===== config.mk =====
export PLATFORM = sky130hd
export DESIGN_NAME = tlb_page_translation_top
export DESIGN_NICKNAME = d
export VERILOG_FILES = /design/src/rtl/tlbpt_pkg.sv /design/src/rtl/tlb_page_translation_top.sv /design/src/rtl/tlbpt_tlb.sv
export SDC_FILE = /design/constraint.sdc
export NUM_CORES = 2
export LEC_CHECK = 0
export BUFFER_PORTS_ARGS = -buffer_cell sky130_fd_sc_hd__buf_4
export CAP_MARGIN = 20
export CORE_UTILIZATION = 60
export CTS_CLUSTER_DIAMETER = 30
export DETAILED_ROUTE_END_ITERATION = 8
export PLACE_DENSITY_LB_ADDON = 0.1
export RECOVER_POWER = 25
export SYNTH_ARGS = -nofsm -noshare
export SYNTH_HDL_FRONTEND = slang
export SYNTH_SLANG_ARGS = --single-unit

===== constraint.sdc =====
create_clock -name clk -period 8.5 [get_ports clk]
set_input_delay 1.275 -clock clk [delete_from_list [all_inputs] [get_ports clk]]
set_output_delay 1.275 -clock clk [all_outputs]
set_load 0.03 [all_outputs]

===== src/rtl/tlbpt_pkg.sv =====
package tlbpt_pkg;

  localparam int ADDR_W = 16;
  localparam int COUNT_W = 32;

  localparam int TLB_ENTRIES_DEF = 16;
  localparam int OFFSET_BITS_DEF = 8;
  localparam int PAGE_BITS_DEF = 8;

  localparam logic [COUNT_W-1:0] COUNT_MAX = '1;

  function automatic logic [COUNT_W-1:0] sat_inc(input logic [COUNT_W-1:0] v);
    logic [COUNT_W-1:0] r;
    r = (v == COUNT_MAX) ? v : v + COUNT_W'(1);
    return r;
  endfunction

endpackage


===== src/rtl/tlb_page_translation_top.sv =====
// demand-paged address translation behind a fifo tlb
// input channel: a logical address on logical_address is taken at a clock
// edge where start is high and busy is low; busy stays low, so one
// transaction can be issued in every cycle
// the upper bits give the page, the low OFFSET_BITS bits the offset
// result channel: done is high for one cycle with physical_address,
// tlb_hit, page_fault and the saturating totals hit_total / fault_total
// the address and s_valid are registered at the accepting edge, then done
// and the result are registered from s_valid
// throughput: one address per cycle; the page table is a memory read
// at the accepting edge, the tlb search, page table check and state update
// happen in the following cycle, so each transaction sees the one before it
// a miss pushes the mapping at the front of the tlb, the oldest drops out;
// a page with no frame takes the next free frame in order
// reset clears the tlb fill count, the page mapped bits, the frame
// allocator and both totals; transactions in flight are dropped
// the receiver cannot stall: each result is shown for exactly one cycle
module tlb_page_translation_top import tlbpt_pkg::*; #(
  parameter int TLB_ENTRIES = TLB_ENTRIES_DEF,
  parameter int OFFSET_BITS = OFFSET_BITS_DEF,
  parameter int PAGE_BITS = PAGE_BITS_DEF
) (
  input  logic               clk,
  input  logic               rst,
  input  logic               start,
  output logic               busy,
  input  logic [ADDR_W-1:0]  logical_address,
  output logic               done,
  output logic [ADDR_W-1:0]  physical_address,
  output logic               tlb_hit,
  output logic               page_fault,
  output logic [COUNT_W-1:0] hit_total,
  output logic [COUNT_W-1:0] fault_total
);

  localparam int NUM_PAGES = 1 << PAGE_BITS;
  localparam int AEXT_W = ADDR_W + OFFSET_BITS + PAGE_BITS;
  localparam int PEXT_W = ADDR_W + PAGE_BITS + OFFSET_BITS;

  logic                   accept;
  logic [AEXT_W-1:0]      in_ext;
  logic [PAGE_BITS-1:0]   in_page;

  logic                   s_valid;
  logic [PAGE_BITS-1:0]   s_page;
  logic [OFFSET_BITS-1:0] s_offset;

  logic [PAGE_BITS-1:0]   page_frames [NUM_PAGES];
  logic [PAGE_BITS-1:0]   mem_rd;
  logic [NUM_PAGES-1:0]   page_valid;
  logic [PAGE_BITS:0]     next_free_frame;

  logic                   lk_hit;
  logic [PAGE_BITS-1:0]   lk_frame;
  logic                   mapped;
  logic                   fault_now;
  logic                   push;
  logic [PAGE_BITS-1:0]   alloc_frame;
  logic [PAGE_BITS-1:0]   frame;
  logic [PEXT_W-1:0]      phys_ext;

  assign busy = 1'b0;
  assign accept = start && !busy;

  assign in_ext = AEXT_W'(logical_address);
  assign in_page = in_ext[OFFSET_BITS +: PAGE_BITS];

  always_ff @(posedge clk) begin
    if (rst) begin
      s_valid <= 1'b0;
    end else begin
      s_valid <= accept;
    end
  end

  always_ff @(posedge clk) begin
    if (accept) begin
      s_page <= in_page;
      s_offset <= in_ext[OFFSET_BITS-1:0];
    end
  end

  // a page written by the transaction ahead is in the tlb by now, so the
  // stale read data in that case is never used
  always_ff @(posedge clk) begin
    if (fault_now) begin
      page_frames[s_page] <= alloc_frame;
    end
    if (accept) begin
      mem_rd <= page_frames[in_page];
    end
  end

  tlbpt_tlb #(
    .TLB_ENTRIES(TLB_ENTRIES),
    .PAGE_BITS(PAGE_BITS)
  ) u_tlb (
    .clk(clk),
    .rst(rst),
    .page(s_page),
    .push(push),
    .push_frame(frame),
    .hit(lk_hit),
    .frame(lk_frame)
  );

  assign mapped = page_valid[s_page];
  assign alloc_frame = next_free_frame[PAGE_BITS-1:0];
  assign fault_now = s_valid && !lk_hit && !mapped;
  assign push = s_valid && !lk_hit;

  always_comb begin
    if (lk_hit) begin
      frame = lk_frame;
    end else if (mapped) begin
      frame = mem_rd;
    end else begin
      frame = alloc_frame;
    end
  end

  assign phys_ext = PEXT_W'({frame, s_offset});

  always_ff @(posedge clk) begin
    if (rst) begin
      page_valid <= '0;
      next_free_frame <= '0;
      hit_total <= '0;
      fault_total <= '0;
      done <= 1'b0;
    end else begin
      done <= s_valid;
      if (s_valid && lk_hit) begin
        hit_total <= sat_inc(hit_total);
      end
      if (fault_now) begin
        page_valid[s_page] <= 1'b1;
        fault_total <= sat_inc(fault_total);
        if (next_free_frame != (PAGE_BITS+1)'(NUM_PAGES)) begin
          next_free_frame <= next_free_frame + (PAGE_BITS+1)'(1);
        end
      end
    end
  end

  always_ff @(posedge clk) begin
    if (s_valid) begin
      physical_address <= phys_ext[ADDR_W-1:0];
      tlb_hit <= lk_hit;
      page_fault <= fault_now;
    end
  end

endmodule


===== src/rtl/tlbpt_tlb.sv =====
module tlbpt_tlb import tlbpt_pkg::*; #(
  parameter int TLB_ENTRIES = TLB_ENTRIES_DEF,
  parameter int PAGE_BITS = PAGE_BITS_DEF
) (
  input  logic                 clk,
  input  logic                 rst,
  input  logic [PAGE_BITS-1:0] page,
  input  logic                 push,
  input  logic [PAGE_BITS-1:0] push_frame,
  output logic                 hit,
  output logic [PAGE_BITS-1:0] frame
);

  localparam int FILL_W = $clog2(TLB_ENTRIES + 1);

  logic [PAGE_BITS-1:0] tags   [TLB_ENTRIES];
  logic [PAGE_BITS-1:0] frames [TLB_ENTRIES];
  logic [FILL_W-1:0]    fill;
  logic [TLB_ENTRIES-1:0] entry_valid;

  always_comb begin
    for (int i = 0; i < TLB_ENTRIES; i++) begin
      entry_valid[i] = FILL_W'(i) < fill;
    end
  end

  // newest matching entry wins: index 0 is the newest
  always_comb begin
    hit = 1'b0;
    frame = '0;
    for (int i = TLB_ENTRIES - 1; i >= 0; i--) begin
      if (entry_valid[i] && tags[i] == page) begin
        hit = 1'b1;
        frame = frames[i];
      end
    end
  end

  always_ff @(posedge clk) begin
    if (push) begin
      tags[0] <= page;
      frames[0] <= push_frame;
      for (int i = 1; i < TLB_ENTRIES; i++) begin
        tags[i] <= tags[i-1];
        frames[i] <= frames[i-1];
      end
    end
  end

  always_ff @(posedge clk) begin
    if (rst) begin
      fill <= '0;
    end else if (push && fill != FILL_W'(TLB_ENTRIES)) begin
      fill <= fill + FILL_W'(1);
    end
  end

endmodule


==> results.yml <==
synthesis:
  yosysTopAreaCell: "edfxtp_1"
  async_flop_share: 0
  syn-instance-count: 5269
  synth_top_cell_area_share: 0.672
  synthesis.area_sq_um: 105000
  yosys.area_share.simple: 0.0389
  syn_nets: 5294
  ys.flop_type: "edfxtp_1"
  synthXorXnorAreaFrac: 0.0134
  yosysSeqAreaShare: 0.736
  synth_edf_count: 2346
  synth_compound_area_frac: 0.0335
  ys_warn_count: 0
  synth_mux_area_frac: 0.163
  yosysUniqueCellTypes: 77
  ys_ff_latch: 2682
  netlist_top_cells_area: "edfxtp_1, mux4_2, dfxtp_1"
  synth.most_common_cell: "edfxtp_1"
  yosys-top-cells-count: "edfxtp_1, mux4_2, dfxtp_1, clkbuf_1"
  synth_top_family_by_area: "multiplexers"
  avgSynthCellArea_sq_um: 19.9
  synth-adder-area-share: 0.000716
hold_path:
  hold_path_class: "reg2reg"
global_routing:
  grt_max_degree: 188
  grt_pass1_vias: 55878
  grt_usage: 0.317
  grt_pass1_wl_microns: 397000
  overflow: 0
  antenna_found_initial: 12
timing:
  hold_viol_final: 0
  relSlewSlack: -2.12
  worst_slew_pin_slew_ns: 4.67
  fin_crit_sh: 0.870
  rsz0062_at_grt: "no"
  fmax_mhz: 135
  fin_skew_ns: 0.0601
  setup_viol: 0
  hold_ws_ns: 0.414
  finalCriticalPeriod_ns: 7.40
  setup_ws_ns: 1.10
  finalMaxSlewViolations: 1693
  fin_tns_setup_ns: 0
floorplanning:
  ios: 103
  start_util: 0.604
  die-area_sq_um: 177000
  rows: 153
  chipHeight_microns: 420
  fp.coreArea_sq_um: 174000
  die_x_microns: 420
clocking:
  ctsHoldBuffers: 0
  cts_resized: 0
  cts_sinks: 2682
  postCtsSetupBuffers: 0
  clock_latency_ns: 1.00
  clockBufferDepth: 4
  cts_tree: "done"
  clock-root-buffer: "clkbuf_16"
  numCtsBuffers: 488
  cts-htree-levels: 5
  clkSlewWorstSetupHoldPaths_ns: 0.05
setup_path:
  crit_path_max_incr_delay_ns: 2.89
  crit_type: "reg2reg"
  path_delay_family: "buffers and inverters"
  arrival_ns: 7.99
  path_common_cell: "buf_4"
  cpMaxStageDelayCell: "clkbuf_1"
  cp-start-kind: "flip-flop"
  r2r_slack_ns: 1.10
  worst_ep_required_time_ns: 9.09
  path_buf_inv: 3
  crit_path_end_kind: "flip-flop"
  path_cells: "clkbuf_1 > buf_4 > buf_4"
  cp_max_fo: 82
placement:
  gp_congestion: 0.895
  pre_cts_slack_ns: 1.93
  hpwl_microns: 164000
  port_buffers: 101
routing:
  routedWlPerCell_microns: 32.4
  drc: 0
  via_per_inst: 6.66
  drt_iter0_markers: 7007
  finalWirelength_microns: 277000
  vias: 56881
  postRouteAntennaNets: 0
  firstDrtPassIters: 7
power:
  peakVddDrop_v: 0.000227
  power.leakage_nw: 41.8
  p_per_area_nw_per_um2: 279
run_status:
  violations: "capacitance limit, slew limit"
  status: "complete, but fails checks"
run:
  max_cap_violations: 29
cells_and_area:
  drive_gt1_frac: 0.314
  final_nets: 5827
  syn_to_final_growth_pct: 20.1
path summary, 6_finish.rpt:
path	start	cells past startpoint	to
worst max-delay path	next_free_frame[4]	3	page_frames[103][4]
worst min-delay path	s_offset[5]	0	physical_address[5]
worst max register to register	next_free_frame[4]	3	page_frames[103][4]
worst min register to register	s_offset[5]	0	physical_address[5]
layout by cell type (no fill, tap or decap), drive strengths merged, types with 69 or more instances in the layout:
cell type / n
nand2: 98
bufinv: 69
clkinvlp: 75
clkinv: 154
xnor2: 105
nand3: 69
dfxtp: 336
inv: 73
edfxtp: 2346
nor2: 145
clkbuf: 627
buf: 317
o21a: 213
nor3: 227
mux4: 725
per-stage QoR:
stage          std cells  utilization  area [sq um]  power [mW]
4_1_cts             8456        0.722        126000        35.3
2_1_floorplan       5269            -        105000        15.5
3_3_place_gp        7549        0.626        109000        15.9
6_report            8546        0.725        126000        35.2
3_5_place_dp        7554        0.626        109000        16.0
5_1_grt             8541        0.725        126000        36.0
registers in the layout, summed over array words and instances, names as in the netlist, 5 cells and up:
register,cells
page_frames,2048
page_valid,256
u_tlb.frames,128
u_tlb.tags,128
fault_total,32
hit_total,32
physical_address,16
next_free_frame,9
mem_rd,8
s_offset,8
s_page,8
u_tlb.fill,5
power by group:
group	internal, mW	total (mW)	switching (mW)
logic	0.506	1.35	0.847
registers	14.3	14.4	0.0703
clock network	12.8	19.4	6.58
total	27.7	35.2	7.50
area by class of cell:
class,count,area [sq um]
diodes,7,17.5
well taps,2325,2910
flip-flops and latches,2682,77200
inverters,32,135
clock inverters,339,3930
repair buffers,381,2870
fillers,10173,47900
clock buffers,563,12800
multi-input cells,2217,26200
kinds of logic (layout without fill, tap and decap cells):
logic type                 Yosys count  count (layout)
DFF                               2682            2682
muxes                              796             796
and+or+nand+nor                    772             772
AOI/OAI and AO/OA                  482             482
buffers and inverters              370            1315
xor gates and xnor gates           160             160
adders and majority gates            6               6
other                                1               8
routing by layer:
| layer | vias up | global-route usage | share of wire |
|---|---|---|---|
| met5 | - | 0.00222 | 0.00054 |
| met4 | 10 | 0.132 | 0.040 |
| met3 | 601 | 0.0724 | 0.098 |
| met2 | 3482 | 0.493 | 0.48 |
| met1 | 29737 | 0.437 | 0.38 |
| li1 | 23051 | - | - |
Power figures use the tool's default switching activity.
